--- src/rtl/shfp_pkg.sv ---
// shared constants and controller/datapath interface types for the frame parser
package shfp_pkg;

  // field widths
  localparam int unsigned BYTE_W = 8;
  localparam int unsigned IDX_W  = 6;

  // default payload length
  localparam int unsigned PAYLOAD_BYTES_DEF = 44;

  // frame marker bytes
  localparam logic [BYTE_W-1:0] HDR_B0       = 8'h55;
  localparam logic [BYTE_W-1:0] HDR_B1       = 8'h00;
  localparam logic [BYTE_W-1:0] HDR_B2       = 8'h02;
  localparam logic [BYTE_W-1:0] HDR_B3       = 8'h08;
  localparam logic [BYTE_W-1:0] PAD_BYTE     = 8'h00;
  localparam logic [BYTE_W-1:0] TRAILER_BYTE = 8'hAA;

  // controller to datapath commands
  typedef struct packed {
    logic wr_clr;    // rewind write pointer
    logic wr_en;     // store rx byte, advance write pointer
    logic rd_first;  // read entry 0
    logic rd_next;   // read the entry after the current one
    logic out_load;  // load output register from read data
  } shfp_cmd_t;

  // datapath to controller status
  typedef struct packed {
    logic is_hdr0;
    logic is_hdr1;
    logic is_hdr2;
    logic is_hdr3;
    logic is_pad;
    logic is_trl;
    logic wr_last;   // write pointer at final payload entry
    logic rd_last;   // read pointer at final payload entry
  } shfp_sts_t;

endpackage

--- src/rtl/sync_header_frame_parser_top.sv ---
// top level of the fixed-length sync header frame parser
//
// Bytes enter on the rx channel, one item per cycle, while the parser hunts for the
// header 55 00 02 08, stores PAYLOAD_BYTES payload bytes in an internal ram, and
// checks the pad byte (00) and trailer (aa). A mismatch on any header byte after
// the first, a bad pad or a bad trailer drops back to the hunt; the mismatching
// byte is consumed and not retested as a header start. After a good trailer the
// input channel stalls while the stored payload is sent out as PAYLOAD_BYTES items,
// each with its byte index, last_byte_o set on the final one. The first ram read
// is issued in the cycle the trailer is taken, so from the next cycle on one item
// is loaded per cycle while the output is not stalled; the single read port of the
// payload ram sets that pace. Each item passes the ram read register and then the
// output register before it is valid. The input reopens as soon as the final item
// sits in the output register, so a new frame may start while that item still
// waits to be taken. The ram is not cleared after reset: no entry is read before
// the current frame has written it.
module sync_header_frame_parser_top import shfp_pkg::*; #(
  parameter int unsigned PAYLOAD_BYTES = PAYLOAD_BYTES_DEF
) (
  input  logic              clk_i,
  input  logic              rst_ni,
  // rx byte channel
  input  logic              in_valid_i,
  output logic              in_stall_o,
  input  logic [BYTE_W-1:0] rx_byte_i,
  // payload item channel
  output logic              out_valid_o,
  input  logic              out_stall_i,
  output logic [BYTE_W-1:0] payload_byte_o,
  output logic [IDX_W-1:0]  byte_index_o,
  output logic              last_byte_o
);

  shfp_cmd_t cmd;
  shfp_sts_t sts;

  // phase sequencing and output valid
  shfp_ctrl u_ctrl (
    .clk_i       (clk_i),
    .rst_ni      (rst_ni),
    .in_valid_i  (in_valid_i),
    .in_stall_o  (in_stall_o),
    .out_valid_o (out_valid_o),
    .out_stall_i (out_stall_i),
    .sts_i       (sts),
    .cmd_o       (cmd)
  );

  // compares, payload ram, pointers and output payload register
  shfp_dp #(
    .PAYLOAD_BYTES (PAYLOAD_BYTES)
  ) u_dp (
    .clk_i          (clk_i),
    .rst_ni         (rst_ni),
    .rx_byte_i      (rx_byte_i),
    .cmd_i          (cmd),
    .sts_o          (sts),
    .payload_byte_o (payload_byte_o),
    .byte_index_o   (byte_index_o),
    .last_byte_o    (last_byte_o)
  );

  // a loaded item shows up as valid on the next cycle
  a_load_valid: assert property (@(posedge clk_i) disable iff (!rst_ni)
    cmd.out_load |=> out_valid_o)
    else $error("loaded item not presented");

  // a good trailer closes the input until the burst is loaded
  a_burst_stall: assert property (@(posedge clk_i) disable iff (!rst_ni)
    cmd.rd_first |=> in_stall_o)
    else $error("input open during burst");

  // last flag only on the final payload index
  a_last_index: assert property (@(posedge clk_i) disable iff (!rst_ni)
    (out_valid_o && last_byte_o) |-> (byte_index_o == IDX_W'(PAYLOAD_BYTES - 1)))
    else $error("last flag on wrong index");

  // the store is never written while the burst reads it
  a_no_wr_in_burst: assert property (@(posedge clk_i) disable iff (!rst_ni)
    !(cmd.wr_en && (cmd.rd_first || cmd.rd_next)))
    else $error("payload write during burst");

endmodule

--- src/rtl/shfp_ram.sv ---
// generic single-write, single-read ram with registered read data
module shfp_ram #(
  parameter int unsigned WIDTH = 8,
  parameter int unsigned DEPTH = 44,
  localparam int unsigned AW = (DEPTH > 1) ? $clog2(DEPTH) : 1
) (
  input  logic             clk_i,
  input  logic             we_i,
  input  logic [AW-1:0]    waddr_i,
  input  logic [WIDTH-1:0] wdata_i,
  input  logic             re_i,
  input  logic [AW-1:0]    raddr_i,
  output logic [WIDTH-1:0] rdata_o
);

  logic [WIDTH-1:0] mem [DEPTH];
  logic [WIDTH-1:0] rdata_q;

  always_ff @(posedge clk_i) begin
    if (we_i) begin
      mem[waddr_i] <= wdata_i;
    end
    if (re_i) begin
      rdata_q <= mem[raddr_i];
    end
  end

  assign rdata_o = rdata_q;

endmodule

--- src/rtl/shfp_ctrl.sv ---
// frame parser controller: header hunt, payload count, pad/trailer check, burst sequencing
module shfp_ctrl import shfp_pkg::*; (
  input  logic      clk_i,
  input  logic      rst_ni,
  input  logic      in_valid_i,
  output logic      in_stall_o,
  output logic      out_valid_o,
  input  logic      out_stall_i,
  input  shfp_sts_t sts_i,
  output shfp_cmd_t cmd_o
);

  typedef enum logic [2:0] {
    S_HUNT0   = 3'd0,
    S_HUNT1   = 3'd1,
    S_HUNT2   = 3'd2,
    S_HUNT3   = 3'd3,
    S_PAYLOAD = 3'd4,
    S_PAD     = 3'd5,
    S_TRAILER = 3'd6,
    S_EMIT    = 3'd7
  } state_e;

  state_e    state_q, state_d;
  logic      out_valid_q, out_valid_d;
  logic      in_acc;
  logic      out_free;
  shfp_cmd_t cmd;

  assign in_stall_o = (state_q == S_EMIT);
  assign in_acc     = in_valid_i & ~in_stall_o;
  assign out_free   = ~out_valid_q | ~out_stall_i;

  always_comb begin
    state_d     = state_q;
    out_valid_d = out_valid_q & out_stall_i;
    cmd         = '0;
    unique case (state_q)
      S_HUNT0: begin
        if (in_acc && sts_i.is_hdr0) begin
          state_d = S_HUNT1;
        end
      end
      S_HUNT1: begin
        if (in_acc) begin
          state_d = sts_i.is_hdr1 ? S_HUNT2 : S_HUNT0;
        end
      end
      S_HUNT2: begin
        if (in_acc) begin
          state_d = sts_i.is_hdr2 ? S_HUNT3 : S_HUNT0;
        end
      end
      S_HUNT3: begin
        if (in_acc) begin
          if (sts_i.is_hdr3) begin
            cmd.wr_clr = 1'b1;
            state_d    = S_PAYLOAD;
          end else begin
            state_d = S_HUNT0;
          end
        end
      end
      S_PAYLOAD: begin
        if (in_acc) begin
          cmd.wr_en = 1'b1;
          if (sts_i.wr_last) begin
            state_d = S_PAD;
          end
        end
      end
      S_PAD: begin
        if (in_acc) begin
          state_d = sts_i.is_pad ? S_TRAILER : S_HUNT0;
        end
      end
      S_TRAILER: begin
        if (in_acc) begin
          if (sts_i.is_trl) begin
            cmd.rd_first = 1'b1;
            state_d      = S_EMIT;
          end else begin
            state_d = S_HUNT0;
          end
        end
      end
      S_EMIT: begin
        if (out_free) begin
          cmd.out_load = 1'b1;
          out_valid_d  = 1'b1;
          if (sts_i.rd_last) begin
            state_d = S_HUNT0;
          end else begin
            cmd.rd_next = 1'b1;
          end
        end
      end
      default: begin
        state_d = S_HUNT0;
      end
    endcase
  end

  always_ff @(posedge clk_i or negedge rst_ni) begin
    if (!rst_ni) begin
      state_q     <= S_HUNT0;
      out_valid_q <= 1'b0;
    end else begin
      state_q     <= state_d;
      out_valid_q <= out_valid_d;
    end
  end

  assign out_valid_o = out_valid_q;
  assign cmd_o       = cmd;

endmodule

--- src/rtl/shfp_dp.sv ---
// frame parser datapath: byte compares, payload store, pointers, output register
module shfp_dp import shfp_pkg::*; #(
  parameter int unsigned PAYLOAD_BYTES = PAYLOAD_BYTES_DEF
) (
  input  logic              clk_i,
  input  logic              rst_ni,
  input  logic [BYTE_W-1:0] rx_byte_i,
  input  shfp_cmd_t         cmd_i,
  output shfp_sts_t         sts_o,
  output logic [BYTE_W-1:0] payload_byte_o,
  output logic [IDX_W-1:0]  byte_index_o,
  output logic              last_byte_o
);

  localparam int unsigned AW = (PAYLOAD_BYTES > 1) ? $clog2(PAYLOAD_BYTES) : 1;
  localparam logic [AW-1:0] LAST_ADDR = AW'(PAYLOAD_BYTES - 1);

  logic [AW-1:0]     wr_ptr_q, wr_ptr_d;
  logic [AW-1:0]     rd_ptr_q, rd_ptr_d;
  logic [AW-1:0]     raddr;
  logic              re;
  logic [BYTE_W-1:0] rdata;
  logic [BYTE_W-1:0] out_byte_q;
  logic [IDX_W-1:0]  out_idx_q;
  logic              out_last_q;
  logic              wr_last, rd_last;

  assign wr_last = (wr_ptr_q == LAST_ADDR);
  assign rd_last = (rd_ptr_q == LAST_ADDR);

  always_comb begin
    wr_ptr_d = wr_ptr_q;
    if (cmd_i.wr_clr) begin
      wr_ptr_d = '0;
    end else if (cmd_i.wr_en) begin
      wr_ptr_d = wr_last ? '0 : AW'(wr_ptr_q + 1'b1);
    end
  end

  assign raddr = cmd_i.rd_first ? '0 : AW'(rd_ptr_q + 1'b1);
  assign re    = cmd_i.rd_first | cmd_i.rd_next;

  always_comb begin
    rd_ptr_d = rd_ptr_q;
    if (re) begin
      rd_ptr_d = raddr;
    end
  end

  always_ff @(posedge clk_i or negedge rst_ni) begin
    if (!rst_ni) begin
      wr_ptr_q <= '0;
      rd_ptr_q <= '0;
    end else begin
      wr_ptr_q <= wr_ptr_d;
      rd_ptr_q <= rd_ptr_d;
    end
  end

  shfp_ram #(
    .WIDTH (BYTE_W),
    .DEPTH (PAYLOAD_BYTES)
  ) u_store (
    .clk_i   (clk_i),
    .we_i    (cmd_i.wr_en),
    .waddr_i (wr_ptr_q),
    .wdata_i (rx_byte_i),
    .re_i    (re),
    .raddr_i (raddr),
    .rdata_o (rdata)
  );

  // index and last flag come from the pointer of the read being loaded
  always_ff @(posedge clk_i) begin
    if (cmd_i.out_load) begin
      out_byte_q <= rdata;
      out_idx_q  <= IDX_W'(rd_ptr_q);
      out_last_q <= rd_last;
    end
  end

  always_comb begin
    sts_o         = '0;
    sts_o.is_hdr0 = (rx_byte_i == HDR_B0);
    sts_o.is_hdr1 = (rx_byte_i == HDR_B1);
    sts_o.is_hdr2 = (rx_byte_i == HDR_B2);
    sts_o.is_hdr3 = (rx_byte_i == HDR_B3);
    sts_o.is_pad  = (rx_byte_i == PAD_BYTE);
    sts_o.is_trl  = (rx_byte_i == TRAILER_BYTE);
    sts_o.wr_last = wr_last;
    sts_o.rd_last = rd_last;
  end

  assign payload_byte_o = out_byte_q;
  assign byte_index_o   = out_idx_q;
  assign last_byte_o    = out_last_q;

endmodule
--- config.mk ---
export PLATFORM = sky130hd
export DESIGN_NAME = sync_header_frame_parser_top
export DESIGN_NICKNAME = d
export VERILOG_FILES = /design/src/rtl/shfp_pkg.sv /design/src/rtl/sync_header_frame_parser_top.sv /design/src/rtl/shfp_ram.sv /design/src/rtl/shfp_ctrl.sv /design/src/rtl/shfp_dp.sv
export SDC_FILE = /design/constraint.sdc
export NUM_CORES = 1
export LEC_CHECK = 0
export ABC_AREA = 1
export BUFFER_PORTS_ARGS = -buffer_cell sky130_fd_sc_hd__buf_2
export CAP_MARGIN = 15
export CORE_ASPECT_RATIO = 0.6
export CORE_MARGIN = 1
export CORE_UTILIZATION = 30
export CTS_CLUSTER_DIAMETER = 50
export CTS_CLUSTER_SIZE = 20
export DETAILED_ROUTE_END_ITERATION = 6
export SYNTH_ARGS = -nofsm -noshare
export SYNTH_HDL_FRONTEND = slang
export SYNTH_SLANG_ARGS = --single-unit
--- constraint.sdc ---
create_clock -name clk_i -period 4.62 [get_ports clk_i]
set_input_delay 0.924 -clock clk_i [delete_from_list [all_inputs] [get_ports clk_i]]
set_output_delay 0.924 -clock clk_i [all_outputs]
set_load 0.03 [all_outputs]
# Yosys cells after proc, flatten, opt, wreduce, memory -nomap -nowiden
# Memories as Yosys holds them, arrays and structs flattened. A register that Yosys moved wholly into a read port is not among the register bits.
# Cells that the tools add are included.
[word_totals]
inputBits = 12
ramBits = 352
output_inout_bits = 17
memories = 1
reg_bits = 31
[classes]
n_reduce_logical = 5
n_mux = 35
n_addsub = 2
n_eq_ne = 23
bitwise = 7
[mem_list]
columns = ["memory", "words", "word_bits", "rd", "rd_clocked_by_memory_dff", "write_ports", "line", "text"]
rows = [
  ["u_dp.u_store.mem", 44, 8, 1, 1, 1, "shfp_ram.sv:16", "logic [WIDTH-1:0] mem [DEPTH];"],
]
[op_table]
columns = ["op", "n"]
rows = [
  ["3-bit 2-to-1 mux", 13],
  ["6-bit 2-to-1 mux", 4],
  ["3-bit case mux with 8 select lines", 1],
  ["2-bit by 1-bit inequality test with 1-bit output (second input constant)", 9],
  ["1-bit 2-to-1 mux", 13],
  ["6-bit by 1-bit adder with 6-bit output (second input constant)", 2],
  ["3-bit equality test (second input constant)", 4],
  ["6-bit equality test (second input constant)", 2],
  ["10-bit AND reduction", 1],
  ["8-bit by 2-bit equality test with 1-bit output (second input constant)", 1],
  ["8-bit by 4-bit equality test with 1-bit output (second input constant)", 1],
  ["8-bit by 7-bit equality test with 1-bit output (second input constant)", 1],
  ["8-bit equality test (second input constant)", 1],
  ["8-bit zero test", 1],
  ["2-bit 2-to-1 mux", 4],
  ["3-bit by 2-bit equality test with 1-bit output (second input constant)", 2],
  ["3-bit by 1-bit equality test with 1-bit output (second input constant)", 1],
  ["3-bit zero test", 1],
  ["1-bit inverter", 3],
  ["1-bit AND", 2],
  ["2-bit inequality test (second input constant)", 1],
  ["1-bit bitwise OR", 2],
  ["2-bit nonzero test", 1],
  ["1-bit logical AND", 1],
]

# Longest topological paths before layout
[depth]
word_depth = 7
mapped_depth = 15

# Cells and area by module
# A second synthesis with hierarchy kept.
[hier_totals]
hier_cells = 1424
hier_area_um2 = 16218.1
[modules_own_cells]
columns = ["mod", "n_inst", "area_per_inst_um2", "cells_each"]
rows = [
  ["shfp_ram", 1, 14595.2, 1228],
  ["shfp_dp", 1, 1268.7, 136],
  ["shfp_ctrl", 1, 354.1, 60],
]

# Worst setup path before layout
# No wires, ideal clock.
[synth_timing]
kind = "input port to flip-flop"
from = "input in_valid_i"
to = "memory u_dp.u_store.mem[0][0], enable pin"
arrival_ps = 2155
path_buffers = 0
slack_ps = 2095
stages = 6
path_cell_list = "nand2_1 -> nor2_1 -> inv_1 -> nor2_1 -> nand3_1 -> nor2_1"
[synth_between]
elab_chain_len = 5
[synth_lines]
columns = ["item", "line", "text"]
rows = [
  ["start: declaration", "sync_header_frame_parser_top.sv:23", "input logic in_valid_i,"],
  ["1-bit AND", "shfp_ctrl.sv:31", "assign in_acc = in_valid_i & ~in_stall_o;"],
  ["1-bit 2-to-1 mux", "shfp_ctrl.sv:65", "if (in_acc) begin"],
  ["1-bit 2-to-1 mux", "shfp_ctrl.sv:38", "unique case (state_q)"],
  ["1-bit 2-to-1 mux", "shfp_ram.sv:20", "if (we_i) begin"],
  ["1-bit 2-to-1 mux (implied by the code)", "shfp_ram.sv:21", "mem[waddr_i] <= wdata_i;"],
  ["end: declaration", "shfp_ram.sv:16", ""],
]
# Every way passes these cells.

# Worst setup path after layout
[layout_timing]
from = "input rx_byte_i[4]"
to = "register u_dp.u_store.rdata_q[3], in the netlist u_dp.u_store.rdata_o[3] (read register of u_dp.u_store.mem), data pin"
[layout_between]
elab_chain_len = 5
elab_cells_between_ends = 6
classes_between = "1 x eq/ne; 4 x mux; 1 x bitwise"
[layout_lines]
columns = ["item", "line", "text"]
rows = [
  ["start: declaration", "sync_header_frame_parser_top.sv:25", "input logic [BYTE_W-1:0] rx_byte_i,"],
  ["8-bit equality test (*)", "shfp_dp.sv:89", "sts_o.is_trl = (rx_byte_i == TRAILER_BYTE);"],
  ["1-bit 2-to-1 mux (*)", "shfp_ctrl.sv:79", "if (sts_i.is_trl) begin"],
  ["1-bit 2-to-1 mux (*)", "shfp_ctrl.sv:78", "if (in_acc) begin"],
  ["1-bit 2-to-1 mux (*)", "shfp_ctrl.sv:38", ""],
  ["6-bit 2-to-1 mux / 1-bit bitwise OR (equally long branches)", "shfp_dp.sv:40, shfp_dp.sv:41", ""],
  ["end: declaration", "shfp_ram.sv:17", "logic [WIDTH-1:0] rdata_q;"],
]
# Every way passes the cells marked *; elsewhere a longest branch is shown, timed or not.
# A chain may end at the register's enable or synchronous reset.

==> results.md <==
- Syn_nets: 1485
- Total grt overflow: 0
- Met3 WL: 6.65 mm
- Synthesized area: 16900 µm²
- Fmax: around 270 MHz
- Die X: 308 µm
- Max Cap Viol: 0
- Syn avg cell area: between 10 and 15 µm²
- Largest net degree at the start of global routing: 76
- First-pass GRT wire length: 70.2 mm
- Peak VDD IR: 0.255 mV
- Overall Global Routing Usage: 16.6%
- Wirelength per Cell: approximately 21 µm
- Num rows: 66
- # hold bufs at CTS: 0
- Part of the Yosys area used for sequential elements: 69.1%
- Buffers & Inverters on Critical Path: 2
- Layout cells sized above 1: 10.1%
- CP Data Arrival Time: slightly above 4 ns
- Final setup TNS: 0 ns
- Slew Limit Fails: 0
- Most frequent cell after synthesis: edfxtp_1
- Nets: 1486
- Final Skew: 0.0169 ns
- Top FF cell, synth: edfxtp_1
- Tmin final: about 3.7 ns
- CTS resizes: 0
- CTS max path bufs: 3
- Flops & latches, synth: 391
- Max H-tree Level: 1
- Core area: 54800 µm²
- Startpoint Class: primary input
- Pleak: 6.77 nW
- Most instantiated cells after synthesis: edfxtp_1, nand3_1, nand2_1
- Root Driver: clkbuf_16
- Number of diodes: 0
- Gate power share: 1.9%
- Clock latency on the worst-skew pair: 0.56 ns
- WL met2: 17.5 mm
- Total CTS buffers: 25
- Final Hold Vio Count: 0
- CTS sink cnt: 391
- WL final: around 48 mm
- I/O pin count: 29
- Hold Crit Class: in2async
- Post-synth EDFFs: 375
- Rel. slew slack: 29.6%
- WL met1: 22.8 mm
- RePlAce Congestion: about 0.87
- Crit path cell chain: buf_2, nor2_1, nand2_1, nor2_2, nand3_4, nand2_2, buf_4, nand3_1, nand3_1, nand3_1, nand3_1, nand3_1, nand2_1
- Clk network pwr share: 37.5%
- Vias in the first global route: 10.5k
- Int Pwr: between 5 and 6 mW
- Pwr dens: 344 nW/µm²
- Post-CTS Setup Bufs: 0
- Slowest-stage cell, CP: buf_4
- Switch Pwr: 1.33 mW
- Highest routed layer: met5
- Cells after Synth: 1471
- Synth async-reset ratio: between 4 and 5%
- HPWL after DPL: 30.3 mm
- Worst-margin pin slew: 1.05 ns
- Cell variety after synth: 34
- DIE HEIGHT: 186 µm
- Crit end category: flip-flop
- Iteration-0 DRC Markers: 1463
- Die area: 57300 µm²
- Initial antenna violation count: 0
- Initial Util: 30.8%
- Endpoints failing setup: 0
- Vias per cell: 5.08
- Reg power frac: 60.6%
- Final WS setup: 0.936 ns
- Req. time, crit path: 5.05 ns
- Share of the synthesized area in the top cell type: 66.7%
- Syn. warnings: 0
- Drt drc: 0
- CTS tree: built
- Status: finished, final reports clean
- Sw frac: 20.7%
- CP delay by family, top: simple AND/OR/NAND/NOR gates
- Clock-pin transition on the worst setup and hold timing paths: 0.09 ns
- Synth area leader: edfxtp_1
- Setup CP Type: in2reg
- Critical Path Max Stage Delay: 0.74 ns
- Top cell by count, worst path: nand3_1
- Setup slack after placement: 0.569 ns
- Post-DRT Antenna Nets: 0
- Area grow syn2layout: 10.3%
- RSZ-0062 raised after global routing: no
- Via Count: around 11k
- Final period util: 79.7%
- Largest cells by area after synthesis: edfxtp_1, nand3_1, nand2_1
- DR pass1 iterations: 6
- Buffers on Ports: 28
- CP max FO: 75
==> registers in the layout, indices dropped and copies added (netlist names) <==
signal                count
u_ctrl.out_valid_o        1
u_ctrl.state_q            3
u_dp.byte_index_o         6
u_dp.last_byte_o          1
u_dp.payload_byte_o       8
u_dp.rd_ptr_q             6
u_dp.u_store.mem        352
u_dp.u_store.rdata_o      8
u_dp.wr_ptr_q             6
==> layout make-up <==
| class | count | area [µm²] |
|---|---|---|
| clock buffers | 39 | 739 |
| inverters | 161 | 607 |
| repair buffers | 55 | 355 |
| flip-flops and latches | 391 | 11700 |
| well taps | 748 | 936 |
| fillers | 5472 | 36200 |
| multi-input cells | 838 | 4250 |
| clock inverters | 6 | 73.8 |
==> layer usage <==
metal  GRT usage, %  vias to the layer above
met5           3.01                        -
met4           1.83                        4
met3           7.48                       41
met2           20.6                      602
met1           25.8                     5569
li1               -                     5142
==> metrics by stage <==
stage / hold slack (ns) / util (%) / area, µm² / cells / total power, mW
floorplan: 0.400 / - / 16900 / 1471 / 3.99
global placement: 0.458 / 32.5 / 17800 / 2193 / 4.08
detailed placement: 0.465 / 32.5 / 17800 / 2193 / 4.08
CTS: 0.332 / 34.0 / 18600 / 2238 / 6.43
global route: 0.351 / 34.0 / 18600 / 2238 / 6.56
finish: 0.341 / 34.0 / 18600 / 2238 / 6.40
==> kinds of logic (layout without fill, tap and decap cells) <==
| kind of cell | count (synthesis) | in the layout | synth area share [%] |
|---|---|---|---|
| AND/OR/NAND/NOR | 722 | 722 | 20.6 |
| flip-flops | 391 | 391 | 69.1 |
| buffers and inverters | 242 | 261 | 5.79 |
| AO/OA/AOI/OAI | 112 | 112 | 4.34 |
| adder cells (fa/ha/maj) | 2 | 2 | 0.148 |
| XOR/XNOR | 2 | 2 | 0.104 |
==> layout by cell type (no fill, tap or decap), types with 3 or more instances in the layout <==
cell type / count
or2_0: 3
o21ai_0: 38
o21ai_1: 13
o211ai_1: 26
buf_2: 28
nor2_1: 120
clkbuf_1: 9
nand2_1: 171
o2111ai_1: 24
nand3_1: 291
dfrtp_1: 16
nand3b_1: 40
clkbuf_16: 26
nand4_1: 3
buf_4: 26
clkbuf_8: 4
inv_1: 157
a21oi_1: 5
or2_1: 25
or2_2: 48
edfxtp_1: 375
nor3_1: 11
nand2_2: 3
inv_2: 3
nor4_1: 3
==> power by group through the flow <==
stage	registers, mW	clock network, mW	logic, mW
4_1_cts	3.88	2.42	0.119
5_1_grt	3.88	2.54	0.129
3_5_place_dp	3.96	0	0.119
6_report	3.88	2.40	0.119
3_3_place_gp	3.96	0	0.114
2_1_floorplan	3.96	0	0.0278
==> final timing paths <==
kind                                         startpoint                 endpoint  slack (ns)  depth (start not counted)
min in group clk_i              u_dp.u_store.rdata_o[3]   u_dp.payload_byte_o[3]        0.48                          0
worst min-delay path                             rst_ni       u_ctrl.out_valid_o        0.34                          1
worst max register to register        u_ctrl.state_q[1]   u_dp.u_store.mem[6][1]        1.10                          9
max in group asynchronous                        rst_ni         u_dp.rd_ptr_q[4]        3.87                          1
worst min register to register  u_dp.u_store.rdata_o[3]   u_dp.payload_byte_o[3]        0.48                          0
worst max-delay path                       rx_byte_i[4]  u_dp.u_store.rdata_o[3]        0.94                         13
Note: power is estimated with default switching activity, not from simulation.
